## config.mk

```make
export PLATFORM = sky130hd
export DESIGN_NAME = link_reconnect_supervisor_core
export DESIGN_NICKNAME = d
export VERILOG_FILES = /design/src/design/lrs_pkg.sv /design/src/design/lrs_cfg.sv /design/src/design/lrs_step.sv /design/src/design/link_reconnect_supervisor_core.sv
export SDC_FILE = /design/constraint.sdc
export NUM_CORES = 1
export LEC_CHECK = 0
export BUFFER_PORTS_ARGS = -buffer_cell sky130_fd_sc_hd__buf_2
export CORE_UTILIZATION = 40
export DETAILED_ROUTE_END_ITERATION = 12
export GPL_TIMING_DRIVEN = 0
export PLACE_DENSITY_LB_ADDON = 0.2
export REMOVE_ABC_BUFFERS = 1
export SYNTH_ARGS = -nofsm -noshare
export SYNTH_HDL_FRONTEND = slang
export SYNTH_SLANG_ARGS = --single-unit
```

## constraint.sdc

```tcl
create_clock -name aclk -period 7.43 [get_ports aclk]
set_input_delay 0.743 -clock aclk [delete_from_list [all_inputs] [get_ports aclk]]
set_output_delay 0.743 -clock aclk [all_outputs]
set_load 0.005 [all_outputs]
```

## src/design/lrs_pkg.sv

```systemverilog
// Package for the link reconnect supervisor: widths, reset values and the
// shared struct types for configuration, poll items, results and state.
// No dependencies; every other design file imports it.
package lrs_pkg;

    localparam int TIME_W  = 32;
    localparam int COUNT_W = 32;
    localparam int CYCLE_W = 4;
    localparam int CFG_W   = 32;
    localparam int IDX_W   = 2;
    localparam int S_DATA_W = 40;
    localparam int M_DATA_W = 136;

    // Register indexes of the configuration port.
    localparam logic [IDX_W-1:0] REG_RETRY_INTERVAL  = 2'd0;
    localparam logic [IDX_W-1:0] REG_ATTEMPT_TIMEOUT = 2'd1;
    localparam logic [IDX_W-1:0] REG_COOLDOWN        = 2'd2;
    localparam logic [IDX_W-1:0] REG_MAX_ATTEMPTS    = 2'd3;

    // Reset values of the configuration registers.
    localparam logic [TIME_W-1:0]  RETRY_INTERVAL_RST  = 32'd10000;
    localparam logic [TIME_W-1:0]  ATTEMPT_TIMEOUT_RST = 32'd15000;
    localparam logic [TIME_W-1:0]  COOLDOWN_RST        = 32'd30000;
    localparam logic [CYCLE_W-1:0] MAX_ATTEMPTS_RST    = 4'd5;

    typedef struct packed {
        logic [TIME_W-1:0]  retry_interval_ms;
        logic [TIME_W-1:0]  attempt_timeout_ms;
        logic [TIME_W-1:0]  cooldown_ms;
        logic [CYCLE_W-1:0] max_attempts;
    } lrs_cfg_t;

    typedef struct packed {
        logic [TIME_W-1:0] now_ms;
        logic              link_up;
        logic              creds_configured;
        logic              ssid_present;
        logic              event_ack;
    } lrs_poll_t;

    typedef struct packed {
        logic               was_up;
        logic               attempt_pending;
        logic               cooldown_active;
        logic               event_flag;
        logic [CYCLE_W-1:0] cycle_attempts;
        logic [TIME_W-1:0]  last_attempt_time;
        logic [TIME_W-1:0]  attempt_start_time;
        logic [TIME_W-1:0]  cooldown_start_time;
        logic [COUNT_W-1:0] disconnect_counter;
        logic [COUNT_W-1:0] attempt_counter;
        logic [COUNT_W-1:0] success_counter;
        logic [COUNT_W-1:0] failure_counter;
    } lrs_state_t;

    typedef struct packed {
        logic               connected;
        logic               start_reconnect;
        logic               recovery_event;
        logic [CYCLE_W-1:0] attempt_in_cycle;
        logic               in_cooldown;
        logic [COUNT_W-1:0] disconnect_total;
        logic [COUNT_W-1:0] attempt_total;
        logic [COUNT_W-1:0] success_total;
        logic [COUNT_W-1:0] failure_total;
    } lrs_result_t;

endpackage

```

## src/design/lrs_cfg.sv

```systemverilog
// Configuration register file of the link reconnect supervisor.
// Decodes the plain write port into the four timing and limit registers.
// Depends on lrs_pkg.
module lrs_cfg (
    input  logic                        aclk,
    input  logic                        aresetn,
    input  logic                        cfg_wr_en,
    input  logic [lrs_pkg::IDX_W-1:0]   cfg_index,
    input  logic [lrs_pkg::CFG_W-1:0]   cfg_wdata,
    output lrs_pkg::lrs_cfg_t           cfg
);
    import lrs_pkg::*;

    lrs_cfg_t cfg_reg;
    lrs_cfg_t cfg_next;

    // Write decode; bits above a register's width are dropped.
    always_comb begin
        cfg_next = cfg_reg;
        if (cfg_wr_en) begin
            unique case (cfg_index)
                REG_RETRY_INTERVAL:  cfg_next.retry_interval_ms  = cfg_wdata;
                REG_ATTEMPT_TIMEOUT: cfg_next.attempt_timeout_ms = cfg_wdata;
                REG_COOLDOWN:        cfg_next.cooldown_ms        = cfg_wdata;
                REG_MAX_ATTEMPTS:    cfg_next.max_attempts       = cfg_wdata[CYCLE_W-1:0];
                default:             cfg_next = cfg_reg;
            endcase
        end
    end

    always_ff @(posedge aclk) begin
        if (!aresetn) begin
            cfg_reg.retry_interval_ms  <= RETRY_INTERVAL_RST;
            cfg_reg.attempt_timeout_ms <= ATTEMPT_TIMEOUT_RST;
            cfg_reg.cooldown_ms        <= COOLDOWN_RST;
            cfg_reg.max_attempts       <= MAX_ATTEMPTS_RST;
        end else begin
            cfg_reg <= cfg_next;
        end
    end

    assign cfg = cfg_reg;

endmodule

```

## src/design/lrs_step.sv

```systemverilog
// Poll update logic of the link reconnect supervisor: from one poll item,
// the configuration and the current state it forms the next state and result.
// Purely combinational; depends on lrs_pkg.
module lrs_step (
    input  lrs_pkg::lrs_cfg_t    cfg,
    input  lrs_pkg::lrs_poll_t   poll,
    input  lrs_pkg::lrs_state_t  state,
    output lrs_pkg::lrs_state_t  state_next,
    output lrs_pkg::lrs_result_t result
);
    import lrs_pkg::*;

    logic [TIME_W-1:0] pending_age;
    logic [TIME_W-1:0] cooldown_age;
    logic [TIME_W-1:0] retry_age;
    logic              timed_out;
    logic              cooldown_running;
    logic              interval_open;

    // Wrapping ages against the three stored timestamps.
    assign pending_age      = poll.now_ms - state.attempt_start_time;
    assign cooldown_age     = poll.now_ms - state.cooldown_start_time;
    assign retry_age        = poll.now_ms - state.last_attempt_time;
    assign timed_out        = pending_age >= cfg.attempt_timeout_ms;
    assign cooldown_running = cooldown_age < cfg.cooldown_ms;
    assign interval_open    = retry_age >= cfg.retry_interval_ms;

    logic [CYCLE_W-1:0] cycle_now;
    logic               start;

    always_comb begin
        state_next = state;
        start      = 1'b0;
        cycle_now  = state.cycle_attempts;

        // The acknowledge clears the event before anything else.
        if (poll.event_ack) begin
            state_next.event_flag = 1'b0;
        end

        if (poll.link_up) begin
            // Rising edge: new cycle, a pending attempt counts as a success.
            if (!state.was_up) begin
                state_next.was_up          = 1'b1;
                state_next.cycle_attempts  = '0;
                state_next.cooldown_active = 1'b0;
                if (state.attempt_pending) begin
                    state_next.attempt_pending = 1'b0;
                    state_next.success_counter = state.success_counter + 1'b1;
                    state_next.event_flag      = 1'b1;
                end
            end
        end else begin
            // Falling edge of the link.
            if (state.was_up) begin
                state_next.was_up             = 1'b0;
                state_next.disconnect_counter = state.disconnect_counter + 1'b1;
            end
            // Pending attempt that reached its timeout fails.
            if (state.attempt_pending && timed_out) begin
                state_next.attempt_pending = 1'b0;
                state_next.failure_counter = state.failure_counter + 1'b1;
            end
            // Retry scheduling, only with credentials and outside a running cooldown.
            if (poll.creds_configured && !(state.cooldown_active && cooldown_running)) begin
                if (state.cooldown_active) begin
                    state_next.cooldown_active = 1'b0;
                    state_next.cycle_attempts  = '0;
                    cycle_now                  = '0;
                end
                if (interval_open) begin
                    if (cycle_now >= cfg.max_attempts) begin
                        state_next.cooldown_active     = 1'b1;
                        state_next.cooldown_start_time = poll.now_ms;
                    end else if (poll.ssid_present) begin
                        state_next.cycle_attempts     = cycle_now + 1'b1;
                        state_next.attempt_counter    = state.attempt_counter + 1'b1;
                        state_next.last_attempt_time  = poll.now_ms;
                        state_next.attempt_start_time = poll.now_ms;
                        state_next.attempt_pending    = 1'b1;
                        start                         = 1'b1;
                    end
                end
            end
        end
    end

    // Result reflects the state after the update.
    always_comb begin
        result.connected        = poll.link_up;
        result.start_reconnect  = start;
        result.recovery_event   = state_next.event_flag;
        result.attempt_in_cycle = state_next.cycle_attempts;
        result.in_cooldown      = state_next.cooldown_active;
        result.disconnect_total = state_next.disconnect_counter;
        result.attempt_total    = state_next.attempt_counter;
        result.success_total    = state_next.success_counter;
        result.failure_total    = state_next.failure_counter;
    end

endmodule

```

## src/design/link_reconnect_supervisor_core.sv

```systemverilog
// Top level of the link reconnect supervisor: stream ports, input and result
// registers, supervisor state. Depends on lrs_pkg, lrs_cfg and lrs_step.
//
// Each input item is one poll of the link; exactly one result item comes back
// per poll. The block takes one item per clock while the output side is not
// stalled: an item is accepted into the input register, is evaluated there and
// lands in the result register, from which its result is offered on the master
// side. A stalled result holds the input register and then the input side. The
// supervisor state updates as an item moves into the result register, so the
// next item already sees it. Configuration is written through the plain write
// port; the user must write it only while no item is in flight, as the block
// itself does not enforce this.
module link_reconnect_supervisor_core (
    input  logic                          aclk,
    input  logic                          aresetn,
    // Configuration write port.
    input  logic                          cfg_wr_en,
    input  logic [lrs_pkg::IDX_W-1:0]     cfg_index,
    input  logic [lrs_pkg::CFG_W-1:0]     cfg_wdata,
    // Poll items.
    input  logic                          s_tvalid,
    output logic                          s_tready,
    // s_tdata: now_ms[31:0], link_up[32], creds_configured[33], ssid_present[34],
    // event_ack[35], zero pad [39:36]
    input  logic [lrs_pkg::S_DATA_W-1:0]  s_tdata,
    // Result items.
    output logic                          m_tvalid,
    input  logic                          m_tready,
    // m_tdata: connected[0], start_reconnect[1], recovery_event[2],
    // attempt_in_cycle[6:3], in_cooldown[7], disconnect_total[39:8],
    // attempt_total[71:40], success_total[103:72], failure_total[135:104]
    output logic [lrs_pkg::M_DATA_W-1:0]  m_tdata
);
    import lrs_pkg::*;

    lrs_cfg_t    cfg;
    lrs_poll_t   poll_in;
    lrs_poll_t   poll_reg;
    logic        in_valid_reg;
    lrs_state_t  state_reg;
    lrs_state_t  state_next;
    lrs_result_t result;
    lrs_result_t result_reg;
    logic        out_valid_reg;
    logic        advance;

    lrs_cfg u_cfg (
        .aclk      (aclk),
        .aresetn   (aresetn),
        .cfg_wr_en (cfg_wr_en),
        .cfg_index (cfg_index),
        .cfg_wdata (cfg_wdata),
        .cfg       (cfg)
    );

    // Unpack the incoming item.
    assign poll_in.now_ms           = s_tdata[TIME_W-1:0];
    assign poll_in.link_up          = s_tdata[TIME_W];
    assign poll_in.creds_configured = s_tdata[TIME_W+1];
    assign poll_in.ssid_present     = s_tdata[TIME_W+2];
    assign poll_in.event_ack        = s_tdata[TIME_W+3];

    // The held item moves on whenever the result register is free or drains.
    // No item is taken while reset is asserted.
    assign advance  = in_valid_reg && (!out_valid_reg || m_tready);
    assign s_tready = aresetn && (!in_valid_reg || advance);

    // Input register.
    always_ff @(posedge aclk) begin
        if (!aresetn) begin
            in_valid_reg <= 1'b0;
        end else if (s_tready) begin
            in_valid_reg <= s_tvalid;
        end
    end

    always_ff @(posedge aclk) begin
        if (s_tready && s_tvalid) begin
            poll_reg <= poll_in;
        end
    end

    lrs_step u_step (
        .cfg        (cfg),
        .poll       (poll_reg),
        .state      (state_reg),
        .state_next (state_next),
        .result     (result)
    );

    // Supervisor state, updated once per evaluated item.
    always_ff @(posedge aclk) begin
        if (!aresetn) begin
            state_reg <= '0;
        end else if (advance) begin
            state_reg <= state_next;
        end
    end

    // Result register.
    always_ff @(posedge aclk) begin
        if (!aresetn) begin
            out_valid_reg <= 1'b0;
        end else if (advance) begin
            out_valid_reg <= 1'b1;
        end else if (m_tready) begin
            out_valid_reg <= 1'b0;
        end
    end

    always_ff @(posedge aclk) begin
        if (advance) begin
            result_reg <= result;
        end
    end

    // Pack the result item.
    assign m_tvalid          = out_valid_reg;
    assign m_tdata[0]        = result_reg.connected;
    assign m_tdata[1]        = result_reg.start_reconnect;
    assign m_tdata[2]        = result_reg.recovery_event;
    assign m_tdata[6:3]      = result_reg.attempt_in_cycle;
    assign m_tdata[7]        = result_reg.in_cooldown;
    assign m_tdata[39:8]     = result_reg.disconnect_total;
    assign m_tdata[71:40]    = result_reg.attempt_total;
    assign m_tdata[103:72]   = result_reg.success_total;
    assign m_tdata[135:104]  = result_reg.failure_total;

`ifndef SYNTHESIS
    // A reconnect is only commanded while the link is down.
    a_start_when_down: assert property (@(posedge aclk) disable iff (!aresetn)
        m_tvalid |-> !(result_reg.start_reconnect && result_reg.connected))
        else $error("reconnect commanded while link is up");

    // Starting an attempt and being in cooldown exclude each other.
    a_start_not_cooldown: assert property (@(posedge aclk) disable iff (!aresetn)
        m_tvalid |-> !(result_reg.start_reconnect && result_reg.in_cooldown))
        else $error("reconnect started during cooldown");

    // A started attempt is counted in the current cycle.
    a_start_counted: assert property (@(posedge aclk) disable iff (!aresetn)
        (m_tvalid && result_reg.start_reconnect) |-> (result_reg.attempt_in_cycle != '0))
        else $error("attempt started with zero cycle count");

    // The state only moves when an item is evaluated.
    a_state_hold: assert property (@(posedge aclk) disable iff (!aresetn)
        (!advance && $past(aresetn)) |=> $stable(state_reg))
        else $error("state changed without an item");

    // An item is never lost: a full input register with a stalled output holds.
    a_no_drop: assert property (@(posedge aclk) disable iff (!aresetn)
        (in_valid_reg && out_valid_reg && !m_tready) |-> !s_tready)
        else $error("input accepted while stalled item pending");
`endif

endmodule

```

# Word level (Yosys, flattened, before mapping)
# Cells that the tools add are included.
[totals]
register_bits = 474
output_inout_bits = 138
input_bits = 79
word_cells = 105
[op_classes]
n_bitwise = 4
addsub = 7
n_eq_ne = 4
mux = 34
reduce_logical = 21
n_lt_le_gt_ge = 4
[op_table]
columns = ["cell", "n"]
rows = [
  ["$mux 32", 11],
  ["$mux 100", 2],
  ["$mux 68", 2],
  ["$add 32x1->32 const B", 4],
  ["$ge 32x32->1", 2],
  ["$mux 64", 1],
  ["$sub 32x32->32", 2],
  ["$lt 32x32->1", 1],
  ["$mux 4", 4],
  ["$mux 1", 10],
  ["$reduce_and 2->1", 5],
  ["$mux 7", 1],
  ["$logic_and 1x1->1", 6],
  ["$reduce_and 6->1", 1],
  ["$reduce_and 5->1", 1],
  ["$add 4x1->4 const B", 1],
  ["$eq 2x2->1 const B", 2],
  ["$ge 4x4->1", 1],
  ["$mux 2", 2],
  ["$not 1->1", 4],
  ["$reduce_or 4->1", 1],
  ["$logic_not 1->1", 3],
  ["$mux 3", 1],
  ["$eq 2x1->1 const B", 1],
  ["4 further kinds", 5],
]

# Depth between registers and ports, before layout
[depth]
ltp_word = 13
mapped_depth = 27
ltp_nobuf = 25

# Cells and area by module
# A second synthesis with hierarchy kept.
[unflattened]
cells_unflattened = 3352
hier_area_um2 = 30070.1
[by_module_without_submodules]
columns = ["mod", "area_per_inst_um2", "cells_each", "n_inst"]
rows = [
  ["link_reconnect_supervisor_core", 14447.6, 1187, 1],
  ["lrs_step", 11786.3, 1786, 1],
  ["lrs_cfg", 3836.2, 379, 1],
]

# Worst setup path after synthesis
# No wires, ideal clock.
[synth_timing]
path_kind = "input-to-reg"
startpoint = "input port m_tready"
endpoint = "register result_reg (netlist bit m_tdata[0]) (enable)"
t_required_ns = 6.877
path_buffers = 3
slack_ns = 1.347
path_stages = 6
arrival_time_ns = 5.531
path_cell_list = "nor2b_1 > nand2b_1 > inv_1 > clkbuf_1 > clkbuf_1 > buf_1"
[synth_via]
elab_chain_cells = 2
[synth_lines]
columns = ["item", "line", "text"]
rows = [
  ["start, declared", "link_reconnect_supervisor_core.sv:28", "input logic m_tready,"],
  ["$logic_or 1x1->1", "link_reconnect_supervisor_core.sv:65", "assign advance = in_valid_reg && (!out_valid_reg || m_tready);"],
  ["$logic_and 1x1->1", "link_reconnect_supervisor_core.sv:65", ""],
  ["via advance", "link_reconnect_supervisor_core.sv:45", "logic advance;"],
  ["end signal, assigned", "link_reconnect_supervisor_core.sv:113", "result_reg <= result;"],
  ["end, declared", "link_reconnect_supervisor_core.sv:43", "lrs_result_t result_reg;"],
]
# The timed path passes the listed nets, and every way through them passes these cells.
# A chain may end at the register's enable or synchronous reset.

==> summary.md <==
| Metric | Value |
|---|---|
| Status | `finished, final reports clean` |
| Vias in the first global route | `18900` |
| Compound-cell area share of the yosys netlist | `12.7%` |
| Total vias in the final route | `19700` |
| Die width | `252 um` |
| Clk pwr share | `44.8%` |
| Simple-gate share of the synthesized area | `18.6%` |
| Largest net degree at the start of global routing | `137` |
| Final Net Count | `3149` |
| Critical path class | `flip-flop to flip-flop` |
| Layout area overhead | `15.1%` |
| Max clock buf depth | `3` |
| Skew final | `14.4 ps` |
| Tot Pwr | `6.04 mW` |
| Pint | `4.59 mW` |
| Met2 usage | `31.7%` |
| Initial antenna violation count | `1` |
| Busiest layer in global routing | `met2` |
| Minimum clock period | `7030 ps` |
| Via/cell ratio | `5.21` |
| Async S/R FF share, synth | `0%` |
| Crit. End Element | `flip-flop` |
| First-pass detailed-route iteration total | `5` |
| Clock Latency Late Sink | `600 ps` |
| Starting Density | `40.5%` |
| Fin cells | `3786` |
| Max FFs per register | `200` |
| Max_slew headroom | `14.1%` |
| H-tree Lvls | `2` |
| Max Clk Rate | `0.142 GHz` |
| Worst R2R Start | `poll_reg[5]` |
| Antenna Nets Post-Route | `0` |
| EDFF count, synth | `172` |
| Final cycle utilization of the critical path | `94.7%` |
| Main synth FF type | `dfxtp_1` |
| First-pass GRT wire length | `96800 um` |
| Hold path start | `s_tdata[12]` |
| Setup TNS | `0 ps` |
| Sw Share | `24.1%` |
| # clock sinks | `474` |
| Die Y | `252 um` |
| Placed Cells | `3681` |
| Pins Over Slew Limit | `0` |
| Synthesized netlist cell count | `2750` |
| Met1 GRT Util | `24.7%` |
| Worst slew pin tran | `1290 ps` |
| DRC | `0` |
| Total CTS buffers | `55` |
| Layout cells sized above 1 | `11.9%` |
| Post-synthesis sequential area ratio | `44.9%` |
| Mux share of post-synthesis cell area | `2.39%` |
| Logic pwr share | `9.1%` |
| Critical path origin | `poll_reg[5]` |
| Gp weighted congestion | `0.834` |
| CTS tree | `done` |
| Post-synthesis xor/xnor area fraction | `7.99%` |
| YS warnings | `0` |
| DR WL/cell | `15.9 um` |
| Final setup viols | `0` |
| # port buffers | `212` |
| Netlist cell types | `72` |
| Max Cap Viol | `0` |
| LEAKAGE | `10.8 nW` |
| Worst Path Arrival | `7380 ps` |
| Final core occ | `46.6%` |
| WL final | `60300 um` |
| Synthesized area per cell | `9.08 um^2` |
| Register share of total power | `46.2%` |
| Clk slew on worst S/H paths | `60 ps` |
| Total grt overflow | `0` |
| Final worst hold slack | `314 ps` |
| RSZ-0062 raised after global routing | `false` |
| First DRT Iteration DRCs | `1038` |
| IO Pins | `217` |
| Post-Synth Adder-Cell Area | `8.48%` |
| Num rows | `91` |
| Detailed Place HPWL | `42100 um` |
| GRT Overall Usage | `18.7%` |
| Synthesized area | `25000 um^2` |
| Total die area | `63400 um^2` |
| Power Dens Cells | `210 nW/um^2` |
| Synthesized flop and latch total | `474` |
| Clock Root Buffer | `clkbuf_16` |
| Worst min path class | `primary input to flip-flop` |
| M3 GR Usage | `2.88%` |
| Psw | `1.46 mW` |
| Critical path fanouts, max | `25` |
| # hold bufs at CTS | `0` |
| Required @ worst endpoint | `7780 ps` |
| Largest family of logic cells by synthesized area | `simple AND/OR/NAND/NOR gates` |
| Final hold viol count | `0` |
| Startpoint Class | `flip-flop` |
| Maximum vdd ir drop | `0.000166 V` |
| Core Box Area | `61700 um^2` |
| # fillers | `5871` |
[stage by stage]
stage / area, um^2 / setup WS [ps]
CTS: 28700 / 173
global placement: 26600 / -9560
detailed placement: 26900 / -98.3
global route: 28800 / 0.593
finish: 28800 / 396
floorplan: 24500 / -3080
[synth_stat cells, drive strengths merged, types with 5 or more instances]
library cell,n,area (um^2)
buf,25,115
edfxtp,172,5160
xor2,124,1090
nor4,21,138
or2,6,37.5
nor2b,15,93.8
dfxtp,302,6050
o311ai,9,78.8
a311oi,6,52.6
or4,29,221
nand3,106,548
o41ai,7,61.3
nor2,189,719
nand2,379,1420
inv,194,728
xnor2,104,911
a211oi,9,67.6
o21bai,7,52.6
and3,37,238
nand2b,34,213
o31ai,32,240
o211ai,27,203
nor3,39,205
nand4,50,332
clkbuf,109,409
and2,13,81.3
o21ai,66,330
a31oi,7,43.8
mux2,5,56.3
or3,45,282
mux2i,54,541
a21o,61,458
a21oi,251,1260
ha,166,2080
a31o,5,43.8
[layer usage]
metal	up-vias	wire [um]
li1	9902	-
met1	9295	27300
met2	452	28700
met3	92	3070
met4	0	1230
met5	-	0
[critical path, cell delays in order, from the launching register on]
cell       delay [ps]
edfxtp_1          530
ha_1              340
nor2b_1           130
o21a_1            170
o21ai_0           280
a21oi_1           250
a221o_1           430
a2111oi_1         690
nor2_1            230
a311oi_2          590
nor2_1            100
a311o_1           300
ha_1              290
nand3_1           180
nor2_1            150
nand2_1           110
a21oi_1           420
a31o_2            510
and2_4            450
buf_12            240
mux2_2            350
[layout make-up]
type | count | area [um^2] | share of cell area (%)
multi-input combinational | 1948 | 12600 | 43.8
timing repair buffer | 229 | 1360 | 4.73
sequential | 474 | 11200 | 39.0
clock inverter | 16 | 195 | 0.679
inverter | 194 | 743 | 2.58
clock buffer | 87 | 1610 | 5.60
antenna | 1 | 2.50 | 0.00870
tap | 837 | 1050 | 3.64
[power by group through the flow]
stage	registers [mW]	logic (mW)	clock network, mW
global route	2.80	0.618	2.89
detailed placement	2.85	0.548	0
floorplan	2.85	0.335	0
CTS	2.79	0.552	2.79
finish	2.79	0.548	2.71
global placement	2.85	0.524	0
[repair_timing]
| action | 4_1_cts | 5_1_grt |
|---|---|---|
| resized for setup | 1 | 5 |
| endpoints found under the hold margin | 0 | 0 |
| gates cloned | 0 | 0 |
| setup buffers | 0 | 1 |
| pin swaps | 0 | 1 |
| endpoints found under the setup margin | 20 | 77 |
[worst paths after layout]
path	cells past startpoint	slack (ps)	end
max	20	400	m_tdata[41]
min	1	310	poll_reg[16]
max reg2reg	20	400	m_tdata[41]
min reg2reg	2	450	state_reg[165]
[cell usage in the layout, fill, tap and decap left out, drive strengths merged, types with 4 or more instances in the layout]
master and instances:
nand2 379, dfxtp 302, a21oi 251, buf 229
inv 195, nor2 189, edfxtp 172, ha 166
xor2 124, nand3 106, xnor2 104, clkbuf 87
o21ai 66, a21o 61, mux2i 54, nand4 50
or3 45, nor3 39, and3 37, nand2b 34
o31ai 32, or4 29, o211ai 27, nor4 21
nor2b 15, and2 13, clkinv 11, o311ai 9
a211oi 9, o21bai 7, o41ai 7, a31oi 7
or2 6, a311oi 6, a31o 5, mux2 5
o21a 4, bufinv 4
[cells by family (layout without fill, tap and decap cells)]
family | count (synthesis) | count (layout)
flip-flops | 474 | 474
adder cells (fa/ha/maj) | 168 | 168
multiplexers | 59 | 59
AND/OR/NAND/NOR | 974 | 974
buffers and inverters | 328 | 526
XOR/XNOR | 228 | 228
other | 0 | 1
AO/OA/AOI/OAI | 519 | 519
No activity file was read; power rests on OpenSTA's default activity.
